**src/rtl/core/mcm_bist_pkg.sv**
```systemverilog
`default_nettype none

package mcm_bist_pkg;

  // Configuration register file
  localparam int unsigned CfgDataWidth = 20;
  localparam int unsigned CfgIdxWidth  = 2;

  localparam logic [CfgIdxWidth-1:0] CFG_RANGE_LOW     = 2'd0;
  localparam logic [CfgIdxWidth-1:0] CFG_RANGE_HIGH    = 2'd1;
  localparam logic [CfgIdxWidth-1:0] CFG_HALT_ON_ERROR = 2'd2;

  localparam logic [CfgDataWidth-1:0] RANGE_LOW_RESET  = 20'h00000;
  localparam logic [CfgDataWidth-1:0] RANGE_HIGH_RESET = 20'h1FFFF;

  // Stream widths
  localparam int unsigned InDataWidth  = 8;
  localparam int unsigned InUserWidth  = 1;
  localparam int unsigned OutDataWidth = 64;

  // Field widths
  localparam int unsigned ReportAddrWidth = 20;
  localparam int unsigned ByteWidth       = 8;
  localparam int unsigned BitIdxWidth     = 3;
  localparam int unsigned ElemWidth       = 3;
  localparam int unsigned StepWidth       = 2;

  // Input opcodes
  localparam logic OP_START = 1'b0;
  localparam logic OP_ACK   = 1'b1;

  // March elements
  localparam logic [ElemWidth-1:0] EL_FILL      = 3'd0;
  localparam logic [ElemWidth-1:0] EL_UP_R0W1R1 = 3'd1;
  localparam logic [ElemWidth-1:0] EL_UP_R1W0   = 3'd2;
  localparam logic [ElemWidth-1:0] EL_DN_R0W1   = 3'd3;
  localparam logic [ElemWidth-1:0] EL_DN_R1W0   = 3'd4;
  localparam logic [ElemWidth-1:0] EL_FINAL     = 3'd5;

  // Access steps within one bit of an element
  localparam logic [StepWidth-1:0] STEP_READ   = 2'd0;
  localparam logic [StepWidth-1:0] STEP_WRITE  = 2'd1;
  localparam logic [StepWidth-1:0] STEP_VERIFY = 2'd2;

  localparam logic [BitIdxWidth-1:0] BIT_FIRST = 3'd0;
  localparam logic [BitIdxWidth-1:0] BIT_LAST  = 3'd7;

endpackage

`default_nettype wire

```
**src/rtl/core/march_c_minus_memory_bist_core.sv**
```systemverilog
// An accepted input beat's result is registered onto the master side in the next cycle.
// Throughput: one beat per cycle while the master side keeps up; the march's next step is
// decided by a single combinational pass between the input handshake and the registered result.
// A beat enters while the slot is empty or draining; a stalled master holds tready low.
// Reset (rst_ni low, asynchronous): sequencer idle, status and failure records cleared,
// range_low = 0, range_high = 0x1FFFF, halt_on_error = 1; no result pending.
`default_nettype none

module march_c_minus_memory_bist_core #(
  parameter int unsigned ADDR_WIDTH = 20
) (
  input  wire logic                                   clk_i,
  input  wire logic                                   rst_ni,
  // Configuration write port
  input  wire logic                                   cfg_we_i,
  input  wire logic [mcm_bist_pkg::CfgIdxWidth-1:0]   cfg_idx_i,
  input  wire logic [mcm_bist_pkg::CfgDataWidth-1:0]  cfg_wdata_i,
  // Slave side
  input  wire logic                                   s_axis_tvalid_i,
  output logic                                        s_axis_tready_o,
  // tdata: read_data[7:0]
  input  wire logic [mcm_bist_pkg::InDataWidth-1:0]   s_axis_tdata_i,
  // tuser: op[0]
  input  wire logic [mcm_bist_pkg::InUserWidth-1:0]   s_axis_tuser_i,
  // Master side
  output logic                                        m_axis_tvalid_o,
  input  wire logic                                   m_axis_tready_i,
  // tdata: req_valid[0], req_write[1], req_addr[21:2], req_wdata[29:22], running[30],
  //        finished[31], failed[32], fail_addr[52:33], fail_bit[55:53],
  //        fail_element[58:56], zero[63:59]
  output logic [mcm_bist_pkg::OutDataWidth-1:0]       m_axis_tdata_o
);

  import mcm_bist_pkg::*;

  localparam int unsigned PadWidth = OutDataWidth - (2 + ReportAddrWidth + ByteWidth + 3
                                     + ReportAddrWidth + BitIdxWidth + ElemWidth);

  // ---------------------------------------------------------------------------
  // Configuration registers
  // ---------------------------------------------------------------------------
  logic [CfgDataWidth-1:0] range_low_q, range_high_q;
  logic                    halt_q;

  always_ff @(posedge clk_i or negedge rst_ni) begin
    if (!rst_ni) begin
      range_low_q  <= RANGE_LOW_RESET;
      range_high_q <= RANGE_HIGH_RESET;
      halt_q       <= 1'b1;
    end else if (cfg_we_i) begin
      unique case (cfg_idx_i)
        CFG_RANGE_LOW:     range_low_q  <= cfg_wdata_i;
        CFG_RANGE_HIGH:    range_high_q <= cfg_wdata_i;
        CFG_HALT_ON_ERROR: halt_q       <= cfg_wdata_i[0];
        default: ;
      endcase
    end
  end

  // Range bounds at the internal address width, read live each step
  logic [ADDR_WIDTH-1:0] lo_addr, hi_addr;
  assign lo_addr = ADDR_WIDTH'(range_low_q);
  assign hi_addr = ADDR_WIDTH'(range_high_q);

  // ---------------------------------------------------------------------------
  // Sequencer state
  // ---------------------------------------------------------------------------
  logic [ElemWidth-1:0]   element_q, element_d;
  logic [StepWidth-1:0]   step_q, step_d;
  logic [ADDR_WIDTH-1:0]  addr_q, addr_d;
  logic [BitIdxWidth-1:0] bit_q, bit_d;
  logic [ByteWidth-1:0]   held_q, held_d;
  logic                   busy_q, busy_d;
  logic                   done_q, done_d;
  logic                   fail_q, fail_d;
  logic [ADDR_WIDTH-1:0]  ff_addr_q, ff_addr_d;
  logic [BitIdxWidth-1:0] ff_bit_q, ff_bit_d;
  logic [ElemWidth-1:0]   ff_elem_q, ff_elem_d;

  logic                   op;
  logic [ByteWidth-1:0]   rdata;
  logic                   in_beat;

  assign op      = s_axis_tuser_i[0];
  assign rdata   = s_axis_tdata_i;
  assign in_beat = s_axis_tvalid_i && s_axis_tready_o;

  // Mismatch detection for the current access
  logic                   rbit;
  logic                   fail_ev;
  logic [BitIdxWidth-1:0] fail_b;
  logic [BitIdxWidth-1:0] low_set;
  logic                   halted;
  logic [ByteWidth-1:0]   toggled;

  assign rbit    = rdata[bit_q];
  assign toggled = rdata ^ (ByteWidth'(1) << bit_q);

  // Lowest set bit of the returned byte; defaults to the top bit
  always_comb begin
    low_set = BIT_LAST;
    for (int i = ByteWidth - 1; i >= 0; i--) begin
      if (rdata[i]) low_set = BitIdxWidth'(i);
    end
  end

  always_comb begin
    fail_ev = 1'b0;
    fail_b  = bit_q;
    unique case (element_q)
      EL_UP_R0W1R1: begin
        if (step_q == STEP_READ)        fail_ev = rbit;
        else if (step_q != STEP_WRITE)  fail_ev = !rbit;
      end
      EL_UP_R1W0, EL_DN_R1W0: begin
        if (step_q == STEP_READ) fail_ev = !rbit;
      end
      EL_DN_R0W1: begin
        if (step_q == STEP_READ) fail_ev = rbit;
      end
      EL_FINAL: begin
        fail_ev = (rdata != '0);
        fail_b  = low_set;
      end
      default: ;
    endcase
  end

  assign halted = fail_ev && halt_q;

  // Bit/address walk at the end of each bit's accesses
  logic                   walk;
  logic                   walk_desc;
  logic [ElemWidth-1:0]   walk_el;
  logic                   walk_asc;
  logic                   req;

  always_comb begin
    element_d = element_q;
    step_d    = step_q;
    addr_d    = addr_q;
    bit_d     = bit_q;
    held_d    = held_q;
    busy_d    = busy_q;
    done_d    = done_q;
    fail_d    = fail_q;
    ff_addr_d = ff_addr_q;
    ff_bit_d  = ff_bit_q;
    ff_elem_d = ff_elem_q;
    walk      = 1'b0;
    walk_desc = 1'b0;
    walk_el   = EL_FILL;
    walk_asc  = 1'b1;
    req       = 1'b1;

    if (op == OP_START) begin
      if (busy_q) begin
        // Ignore a start mid-test; the outstanding access stays outstanding
        req = 1'b0;
      end else begin
        done_d    = 1'b0;
        fail_d    = 1'b0;
        ff_addr_d = '0;
        ff_bit_d  = '0;
        ff_elem_d = '0;
        held_d    = '0;
        element_d = EL_FILL;
        step_d    = STEP_READ;
        addr_d    = lo_addr;
        bit_d     = BIT_FIRST;
        if (lo_addr > hi_addr) begin
          busy_d = 1'b0;
          done_d = 1'b1;
        end else begin
          busy_d = 1'b1;
        end
      end
    end else if (busy_q) begin
      // Keep only the first failure
      if (fail_ev && !fail_q) begin
        fail_d    = 1'b1;
        ff_addr_d = addr_q;
        ff_bit_d  = fail_b;
        ff_elem_d = element_q;
      end
      if (halted) begin
        busy_d = 1'b0;
        done_d = 1'b1;
      end else begin
        unique case (element_q)
          EL_FILL: begin
            if (addr_q >= hi_addr) begin
              element_d = EL_UP_R0W1R1;
              step_d    = STEP_READ;
              addr_d    = lo_addr;
              bit_d     = BIT_FIRST;
            end else begin
              addr_d = addr_q + ADDR_WIDTH'(1);
            end
          end
          EL_UP_R0W1R1: begin
            if (step_q == STEP_READ) begin
              held_d = toggled;
              step_d = STEP_WRITE;
            end else if (step_q == STEP_WRITE) begin
              step_d = STEP_VERIFY;
            end else begin
              walk    = 1'b1;
              walk_el = EL_UP_R1W0;
            end
          end
          EL_UP_R1W0, EL_DN_R0W1, EL_DN_R1W0: begin
            if (step_q == STEP_READ) begin
              held_d = toggled;
              step_d = STEP_WRITE;
            end else begin
              walk = 1'b1;
              priority if (element_q == EL_UP_R1W0) begin
                walk_el  = EL_DN_R0W1;
                walk_asc = 1'b0;
              end else if (element_q == EL_DN_R0W1) begin
                walk_desc = 1'b1;
                walk_el   = EL_DN_R1W0;
                walk_asc  = 1'b0;
              end else begin
                walk_desc = 1'b1;
                walk_el   = EL_FINAL;
              end
            end
          end
          EL_FINAL: begin
            if (addr_q >= hi_addr) begin
              busy_d = 1'b0;
              done_d = 1'b1;
            end else begin
              addr_d = addr_q + ADDR_WIDTH'(1);
            end
          end
          default: begin
            busy_d = 1'b0;
            done_d = 1'b1;
          end
        endcase

        if (walk) begin
          step_d = STEP_READ;
          if (!walk_desc) begin
            if (bit_q != BIT_LAST) begin
              bit_d = bit_q + BitIdxWidth'(1);
            end else if (addr_q >= hi_addr) begin
              element_d = walk_el;
              addr_d    = walk_asc ? lo_addr : hi_addr;
              bit_d     = walk_asc ? BIT_FIRST : BIT_LAST;
            end else begin
              addr_d = addr_q + ADDR_WIDTH'(1);
              bit_d  = BIT_FIRST;
            end
          end else begin
            if (bit_q != BIT_FIRST) begin
              bit_d = bit_q - BitIdxWidth'(1);
            end else if (addr_q <= lo_addr) begin
              element_d = walk_el;
              addr_d    = walk_asc ? lo_addr : hi_addr;
              bit_d     = walk_asc ? BIT_FIRST : BIT_LAST;
            end else begin
              addr_d = addr_q - ADDR_WIDTH'(1);
              bit_d  = BIT_LAST;
            end
          end
        end
      end
    end
  end

  always_ff @(posedge clk_i or negedge rst_ni) begin
    if (!rst_ni) begin
      element_q <= EL_FILL;
      step_q    <= STEP_READ;
      addr_q    <= '0;
      bit_q     <= BIT_FIRST;
      held_q    <= '0;
      busy_q    <= 1'b0;
      done_q    <= 1'b0;
      fail_q    <= 1'b0;
      ff_addr_q <= '0;
      ff_bit_q  <= '0;
      ff_elem_q <= '0;
    end else if (in_beat) begin
      element_q <= element_d;
      step_q    <= step_d;
      addr_q    <= addr_d;
      bit_q     <= bit_d;
      held_q    <= held_d;
      busy_q    <= busy_d;
      done_q    <= done_d;
      fail_q    <= fail_d;
      ff_addr_q <= ff_addr_d;
      ff_bit_q  <= ff_bit_d;
      ff_elem_q <= ff_elem_d;
    end
  end

  // ---------------------------------------------------------------------------
  // Result beat, formed from the updated state
  // ---------------------------------------------------------------------------
  logic                       rq_valid, rq_write;
  logic [ReportAddrWidth-1:0] rq_addr;
  logic [ByteWidth-1:0]       rq_wdata;
  logic [OutDataWidth-1:0]    res_data;

  always_comb begin
    rq_valid = req && busy_d;
    rq_write = 1'b0;
    rq_addr  = '0;
    rq_wdata = '0;
    if (rq_valid) begin
      rq_addr = ReportAddrWidth'(addr_d);
      if (element_d == EL_FILL) begin
        rq_write = 1'b1;
      end else if (step_d == STEP_WRITE && element_d >= EL_UP_R0W1R1
                   && element_d <= EL_DN_R1W0) begin
        rq_write = 1'b1;
        rq_wdata = held_d;
      end
    end
  end

  assign res_data = {PadWidth'(0), ff_elem_d, ff_bit_d, ReportAddrWidth'(ff_addr_d),
                     fail_d, done_d, busy_d, rq_wdata, rq_addr, rq_write, rq_valid};

  // Output register: take a new beat whenever the slot is empty or draining
  logic                    out_valid_q;
  logic [OutDataWidth-1:0] out_data_q;

  assign s_axis_tready_o = !out_valid_q || m_axis_tready_i;

  always_ff @(posedge clk_i or negedge rst_ni) begin
    if (!rst_ni) begin
      out_valid_q <= 1'b0;
    end else if (in_beat) begin
      out_valid_q <= 1'b1;
    end else if (m_axis_tready_i) begin
      out_valid_q <= 1'b0;
    end
  end

  always_ff @(posedge clk_i) begin
    if (in_beat) begin
      out_data_q <= res_data;
    end
  end

  assign m_axis_tvalid_o = out_valid_q;
  assign m_axis_tdata_o  = out_data_q;

endmodule

`default_nettype wire
```
**config.mk**
```make
export PLATFORM = sky130hd
export DESIGN_NAME = march_c_minus_memory_bist_core
export DESIGN_NICKNAME = d
export VERILOG_FILES = /design/src/rtl/core/mcm_bist_pkg.sv /design/src/rtl/core/march_c_minus_memory_bist_core.sv
export SDC_FILE = /design/constraint.sdc
export NUM_CORES = 1
export LEC_CHECK = 0
export BUFFER_PORTS_ARGS = -buffer_cell sky130_fd_sc_hd__buf_2
export CAP_MARGIN = 30
export CORE_MARGIN = 2
export CORE_UTILIZATION = 55
export CTS_CLUSTER_DIAMETER = 200
export DETAILED_ROUTE_END_ITERATION = 8
export PLACE_DENSITY = 0.74
export SYNTH_ARGS = -nofsm -noshare
export SYNTH_HDL_FRONTEND = slang
export SYNTH_SLANG_ARGS = --single-unit
```
**constraint.sdc**
```tcl
create_clock -name clk_i -period 9.4 [get_ports clk_i]
set_clock_uncertainty 0.2 [all_clocks]
set_input_delay 0.94 -clock clk_i [delete_from_list [all_inputs] [get_ports clk_i]]
set_output_delay 0.94 -clock clk_i [all_outputs]
set_load 0.1 [all_outputs]
```
==> metrics.txt, run 1 <==
critical path data arrival time 4.71 ns; count of buffers from port buffering 96; drt via density 6.91; buffers inserted by post-CTS timing repair 0; maximum level of the CTS H-tree 4; starting DRC count in detailed routing between 1000 and 1500; run status completed; mean instance size in the synthesized netlist 8.79 sq um; global routing usage summed across all routing layers 0.390; Total Routed Length 44100 microns; Longest Clk Path Bufs 2; final hold violations 0; total via count after detailed routing 11842; hpwl dp roughly 31000 microns; worst relative slew slack 0.233; clock input transition at the sequential cells of the worst setup and hold paths ~0.080 ns; largest net degree at the start of global routing between 60 and 70; total of cells resized after clock tree synthesis 0; gr busiest metal met2; Clk Tree Root Cell clkbuf_16; core box area 21600 sq um; slew at the pin with the worst max-slew slack about 1.1 ns; max-slew violations 0; signed area change from the synthesized netlist to the final layout 11.3%; number of global-route vias before repair about 11000; fmax 212 MHz; first-pass GRT wire length 67100 microns; effective utilization at floorplan 0.555; Setup TNS Final 0 ns; antenna fix cells 0; worst slack at placement 4.60 ns; Filler cells 1946; number of flops mapped to enable cells by yosys 59; Max Cap Violations 0; WL/cell about 26 microns; Row Count 54; routing usage on met3 0.0904; nature of the critical path endpoint register; min-delay worst type in2async; number of hold-repair buffers added at the cts stage 0; Synth Instances about 1400; number of nets in the layout 1529; Vert. Die Dim roughly 150 microns; clock period minus final worst setup slack 4.72 ns; post-route antenna net violation count 0; Final setup violation count 0; critical path type reg2reg; Syn. warnings 0; Post-synth top flop dfrtp_1; routability-driven placement congestion ratio 1.11; power density over cell area 324 nW/um^2; CTS tree done; Sink Count 166; overall die width 152 microns; boundary pin count 102; ratio of cells with drive above 1 in the final layout 0.168; category of the worst setup path launch point register; Leakage roughly 5.6 nW; Worst EP required 9.39 ns; first drt pass iteration count 8; Seq/Total Area, Yosys 0.372; post-route worst setup slack 4.68 ns; async set-or-reset flop fraction in the synthesized netlist 0.645; M2 GR Usage 0.576; fraction of met1 tracks used by global routing 0.538; period utilisation layout 0.503; initial antenna violation count 0; # DRC 0; largest fanout of any net on the critical path 20; number of unique standard cell types used by synthesis 89; overall die area between 20000 and 25000 sq um; TritonCTS buffer count 17; grt ovf 0; unrepaired setup endpoints after global routing no; post-synth design cell area 12000 sq um; Peak VDD IR roughly 150 uV; number of storage elements in the synthesis netlist 166; worst skew pair latency 0.44 ns
## metrics by stage
stage          total power (W)  area, sq um  utilization  std cells  hold WS [ns]
6_report               0.00432        13400        0.618       1714         0.296
5_1_grt                0.00454        13400        0.618       1714         0.338
4_1_cts                0.00424        13400        0.618       1713         0.317
3_5_place_dp           0.00351        12800        0.590       1681         0.299
3_3_place_gp           0.00347        12700        0.588       1677         0.266
2_1_floorplan          0.00285        12000            -       1370         0.250
## state kept, by name, indices dropped and copies added, names as in the netlist
name             flops
step_q               2
halt_q               1
hi_addr             20
fail_q               1
ff_elem_q            3
ff_bit_q             3
element_q            3
held_q               8
addr_q              20
done_q               1
bit_q                3
m_axis_tvalid_o      1
ff_addr_q           20
lo_addr             20
m_axis_tdata_o      59
busy_q               1
## cell usage in the layout (no fill, tap or decap), drive strengths merged, types with 11 or more instances in the layout
| master | Yosys | final |
|---|---|---|
| edfxtp | 59 | 59 |
| ha | 72 | 72 |
| a22oi | 39 | 39 |
| xnor2 | 27 | 27 |
| nand4 | 12 | 12 |
| clkbuf | 85 | 17 |
| nor3 | 39 | 39 |
| o211ai | 12 | 12 |
| nand2 | 157 | 157 |
| nand3 | 33 | 33 |
| a31oi | 16 | 16 |
| buf | 18 | 135 |
| a21oi | 76 | 76 |
| nor2 | 99 | 99 |
| mux2i | 13 | 13 |
| dfrtp | 89 | 89 |
| a22o | 58 | 58 |
| inv | 63 | 69 |
| mux2 | 25 | 25 |
| o22ai | 11 | 11 |
| a21o | 14 | 14 |
| dfstp | 18 | 18 |
| o21ai | 132 | 132 |
| or3 | 14 | 14 |
## power by group
group	internal (W)	switching (W)	total, W
Clock	0.000383	0.000357	0.000739
Sequential	0.000991	0.000312	0.00130
Combinational	0.000736	0.00155	0.00228
## cell families after synthesis
kind of cell / after synthesis / share of synthesized area
compound gates: 467 / 0.268
xor+xnor: 35 / 0.0262
fa+ha+maj: 72 / 0.0750
buf+inv: 166 / 0.0549
flops: 166 / 0.372
mux: 40 / 0.0387
other cells: 1 / 0.000312
simple gates: 419 / 0.164
## worst paths after layout
kind                                   start            endpoint  slack (ns)  cells after the start
worst max-delay path            element_q[1]  m_axis_tdata_o[10]        4.68                      8
worst min-delay path                  rst_ni          lo_addr[0]        0.30                      1
worst max register to register  element_q[1]  m_axis_tdata_o[10]        4.68                      8
worst min register to register     held_q[4]           held_q[4]        0.31                      2
max in group asynchronous             rst_ni       ff_addr_q[19]        7.40                      2
min in group clk_i                 held_q[4]           held_q[4]        0.31                      2
## critical path, cell delays in order (launching register included)
cell	delay, ns
dfrtp_1	0.68
nand3b_1	0.57
a31oi_1	0.19
a211oi_1	0.71
o31ai_2	0.09
buf_4	0.27
nor2_1	0.57
nand2_1	0.60
o21ai_0	0.58
## cells in the mapped netlist (all sizes together), types with 16 or more instances
library cell / n / area [sq um]
mux2: 25 / 282
dfrtp: 89 / 2230
a31oi: 16 / 100
nand2: 157 / 589
o21ai: 132 / 661
clkbuf: 85 / 320
buf: 18 / 103
a21oi: 76 / 384
ha: 72 / 901
inv: 63 / 236
xnor2: 27 / 244
edfxtp: 59 / 1770
a22oi: 39 / 293
nor2: 99 / 379
nor3: 39 / 200
nand3: 33 / 165
dfstp: 18 / 473
a22o: 58 / 508
## layer usage
| layer | vias to the layer above | wire length, microns |
|---|---|---|
| met5 | - | 0 |
| met4 | 0 | 2420 |
| met3 | 173 | 4660 |
| met2 | 761 | 18900 |
| met1 | 5676 | 18100 |
| li1 | 5232 | - |
## layout make-up
cell class | count | area [sq um] | share of cell area
tap | 280 | 350 | 0.0262
clock inverter | 15 | 180 | 0.0135
multi-input combinational | 1038 | 6920 | 0.518
clock buffer | 17 | 425 | 0.0318
sequential | 166 | 4470 | 0.335
timing repair buffer | 135 | 777 | 0.0581
inverter | 63 | 238 | 0.0178
(Power assumes the default switching activity.)
==> run 2: changes to the inputs <==
--- a/config.mk
+++ b/config.mk
@@ -5,13 +5,14 @@
 export SDC_FILE = /design/constraint.sdc
 export NUM_CORES = 1
 export LEC_CHECK = 0
+export ABC_AREA = 1
 export BUFFER_PORTS_ARGS = -buffer_cell sky130_fd_sc_hd__buf_2
 export CAP_MARGIN = 30
 export CORE_MARGIN = 2
 export CORE_UTILIZATION = 55
 export CTS_CLUSTER_DIAMETER = 200
 export DETAILED_ROUTE_END_ITERATION = 8
-export PLACE_DENSITY = 0.74
+export PLACE_DENSITY = 0.77
 export SYNTH_ARGS = -nofsm -noshare
 export SYNTH_HDL_FRONTEND = slang
 export SYNTH_SLANG_ARGS = --single-unit
==> constraint.sdc (replaced) <==
create_clock -name clk_i -period 4.3 [get_ports clk_i]
set_clock_uncertainty 0.2 [all_clocks]
set_input_delay 0.43 -clock clk_i [delete_from_list [all_inputs] [get_ports clk_i]]
set_output_delay 0.43 -clock clk_i [all_outputs]
set_load 0.1 [all_outputs]
==> run 2 against run 1 <==
Utilization rose by 0.88 points. Final area rose by 2.4%. Final cell count rose by 22%. Sequential cell count did not move. First-iteration DRC count rose by 14%. Critical path depth rose by 9. Sequential share of layout area fell by 0.77 points. Critical path type unchanged. Critical endpoint is now m_axis_tdata_o[13]. Largest cell class unchanged. Highest routed layer unchanged.
==> metrics.txt, run 2 <==
largest fanout of any net on the critical path 16 (was 20); routability-driven placement congestion ratio 1.09 (was 1.11); Final setup violation count 0 (unchanged); clock period minus final worst setup slack 4.01 ns (was 4.72 ns); worst relative slew slack 0.377 (was 0.233); overall die area 23400 sq um (was 23000 sq um); # DRC 0 (unchanged); most instantiated library cell after synthesis nand2_1 (unchanged); end of the worst register-to-register path m_axis_tdata_o[13] (was m_axis_tdata_o[10]); number of flops mapped to enable cells by yosys 59 (unchanged); commonest non-fill, non-tap cell in the layout nand2_1 (unchanged); hold_sp cfg_wdata_i[13]; sequential power share 0.266 (was 0.301); antenna fix cells 0 (unchanged); drt via density 5.87 (was 6.91); number of nets in the layout 1900 (was 1529); first drt pass iteration count 7 (was 8); Post-synth top flop dfrtp_1 (unchanged); final hold violations 0 (unchanged); grt ovf 0 (unchanged); critical path data arrival time 3.98 ns (was 4.71 ns); number of storage elements in the synthesis netlist 166 (unchanged); Max Cap Violations 0 (unchanged); Seq/Total Area, Yosys 0.366 (was 0.372); register-to-register setup slack 0.29 ns (was 4.68 ns); cell-internal power 0.00457 W (was 0.00211 W); power dissipated by switching net loads 0.00494 W (was 0.00222 W); core box area 21800 sq um (was 21600 sq um); final hold slack 0.0119 ns (was 0.296 ns); overall die width 153 microns (was 152 microns); max-slew violations 0 (unchanged); boundary pin count 102 (unchanged); Sink Count 166 (unchanged); unrepaired setup endpoints after global routing no (unchanged); Synth Instances 1712 (was 1366); critical path's largest stage delay 0.55 ns (was 0.71 ns); power density over cell area 696 nW/um^2 (was 324 nW/um^2); clock input transition at the sequential cells of the worst setup and hold paths 0.07 ns (was 0.08 ns); first-pass GRT wire length 65000 microns (was 67100 microns); Top delay family on crit path simple AND/OR/NAND/NOR gates (unchanged); starting DRC count in detailed routing 1437 (was 1257); CTS tree done (unchanged); async set-or-reset flop fraction in the synthesized netlist 0.645 (unchanged); hpwl dp 30300 microns (was 31200 microns); Peak VDD IR 344 uV (was 153 uV); buffer and inverter count on the worst path 2 (was 1); depth of the most critical reg-to-reg path 17 (was 8); nature of the critical path endpoint register (unchanged); largest net degree at the start of global routing 89 (was 64); maximum level of the CTS H-tree 4 (unchanged); Leakage 6.52 nW (was 5.58 nW); post-route antenna net violation count 0 (unchanged); signed area change from the synthesized netlist to the final layout 12.0% (was 11.3%); TritonCTS buffer count 17 (unchanged); post-synth design cell area 12200 sq um (was 12000 sq um); ratio of cells with drive above 1 in the final layout 0.134 (was 0.168); number of unique standard cell types used by synthesis 45 (was 89); Syn. warnings 0 (unchanged); category of the worst setup path launch point register (unchanged); Worst EP required 4.27 ns (was 9.39 ns); cell count of the worst hold path 3; Clk Tree Root Cell clkbuf_16 (unchanged); destination of the worst hold path hi_addr[13]; WL/cell 19.7 microns (was 25.7 microns); Area contributors post-synth dfrtp_1 18%, nand2_1 15%, edfxtp_1 15%, ha_1 7.4%, o21ai_0 7.3% (was dfrtp_1 19%, edfxtp_1 15%, ha_1 7.5%, o21ai_0 5.3%, nand2_1 4.9%); proportion of netlist area held by the largest area contributor 0.182 (was 0.185); effective utilization at floorplan 0.560 (was 0.555); Row Count 54 (unchanged); Longest Clk Path Bufs 2 (unchanged); min-delay worst type in2reg (was in2async); run status completed (unchanged); crit-path most repeated cell nand2_1; clock network fraction of total power 0.180 (was 0.171); Vert. Die Dim 153 microns (was 152 microns); fmax 249 MHz (was 212 MHz); highest-count cells in the layout ignoring fill and taps 486 x nand2_1, 200 x inv_1, 178 x o21ai_0 (was 157 x nand2_1, 126 x o21ai_0, 96 x nor2_1, 96 x buf_2, 89 x dfrtp_1); crit-path cells ha_1 -> nand2_1 -> nor2_1 -> nand2_1 -> nor2_1 -> nand2_1 -> nand4_2 -> clkinvlp_4 -> buf_4 -> nand3_1 -> nand2_1 -> nand2_1 -> o21ai_0 -> nor2_1 -> nand2_1 -> nand2_1 -> a21boi_0 (was nand3b_1 -> a31oi_1 -> a211oi_1 -> o31ai_2 -> buf_4 -> nor2_1 -> nand2_1 -> o21ai_0); share of power burned in combinational logic 0.554 (was 0.528); number of flip-flops under the largest register name 59 (unchanged); initial antenna violation count 1 (was 0); buffers inserted by post-CTS timing repair 0 (unchanged); Total Routed Length 41000 microns (was 44100 microns); total via count after detailed routing 12233 (was 11842); worst slack at placement 0.371 ns (was 4.60 ns); count of buffers from port buffering 96 (unchanged); switching power as a share of total power 0.519 (was 0.512); cell type with the largest total area after synthesis dfrtp_1 (unchanged); global routing usage summed across all routing layers 0.353 (was 0.390); number of global-route vias before repair 11724 (was 11039); critical path type reg2reg (unchanged); worst skew pair latency 0.44 ns (about the same); mean instance size in the synthesized netlist 7.14 sq um (was 8.79 sq um); slew at the pin with the worst max-slew slack 0.934 ns (was 1.14 ns); beginning of the worst register-to-register path addr_q[17] (was element_q[1]); Setup TNS Final 0 ns (unchanged); most frequent cells after synthesis 487 x nand2_1, 202 x inv_1, 178 x o21ai_0 (was 157 x nand2_1, 127 x o21ai_0, 98 x nor2_1); slowest CP cell dfrtp_1 (was a211oi_1); period utilisation layout 0.933 (was 0.503); post-route worst setup slack 0.288 ns (was 4.68 ns)
## run 2: what timing repair did
action                                 CTS  global route
endpoints found under the hold margin   59             0
hold buffers                             1             0
setup endpoints to repair                0             1
gates resized for setup                  0             1
## run 2: worst max path at each step
stage | startpoint | endpoint | slack [ns] | cells past startpoint
CTS | hi_addr[7] | m_axis_tdata_o[13] | 0.31 | 20
finish | addr_q[17] | m_axis_tdata_o[13] | 0.29 | 17
global route | hi_addr[7] | m_axis_tdata_o[13] | 0.001 | 20
floorplan | m_axis_tvalid_o | m_axis_tdata_o[0] | 0.72 | 4
global placement | hi_addr[15] | m_axis_tdata_o[13] | 0.37 | 20
detailed placement | hi_addr[15] | m_axis_tdata_o[13] | 0.37 | 20
## run 2: worst min-delay path, cell delays in order
cell and delay (ns):
buf_2 0.09, inv_1 0.05, o21ai_0 0.07
## run 2: layout make-up
class | count | area [sq um]
Fill cell | 1954 | 8140
Multi-Input combinational cell | 1254 | 6580
Sequential cell | 166 | 4470
Timing Repair Buffer | 140 | 843
Inverter | 213 | 807
Clock buffer | 17 | 425
Tap cell | 280 | 350
Clock inverter | 14 | 208
## run 2: stage by stage
| stage | instance area, sq um | total power [W] | cells | utilization |
|---|---|---|---|---|
| detailed placement | 13000 | 0.00765 | 2052 | 0.597 |
| floorplan | 12200 | 0.00615 | 1716 | - |
| CTS | 13700 | 0.00938 | 2084 | 0.627 |
| global placement | 13000 | 0.00757 | 2050 | 0.596 |
| finish | 13700 | 0.00952 | 2084 | 0.627 |
| global route | 13700 | 0.0101 | 2084 | 0.627 |
## run 2: cell families (layout without fill, tap and decap cells)
group                    Yosys count  count (layout)  synth area share
AND/OR/NAND/NOR                  750             750             0.258
AO/OA/AOI/OAI                    396             396             0.182
buffers and inverters            296             384            0.0978
flip-flops                       166             166             0.366
adder cells (fa/ha/maj)           72              72            0.0737
XOR/XNOR                          31              31            0.0222
other                              1               5          0.000307
## run 2: layer usage
layer / track usage / vias up / share of wire
li1: - / 5793 / -
met1: 0.507 / 5643 / 0.43
met2: 0.539 / 683 / 0.44
met3: 0.0493 / 114 / 0.091
met4: 0.146 / 0 / 0.038
met5: 0 / - / 0
## run 2: power groups by stage
stage	registers, W	clock network (W)	logic [W]
after global routing	0.00257	0.00179	0.00578
final	0.00253	0.00171	0.00527
after CTS	0.00251	0.00172	0.00515
after floorplan	0.00310	0	0.00305
after detailed placement	0.00254	0	0.00511
after global placement	0.00252	0	0.00505
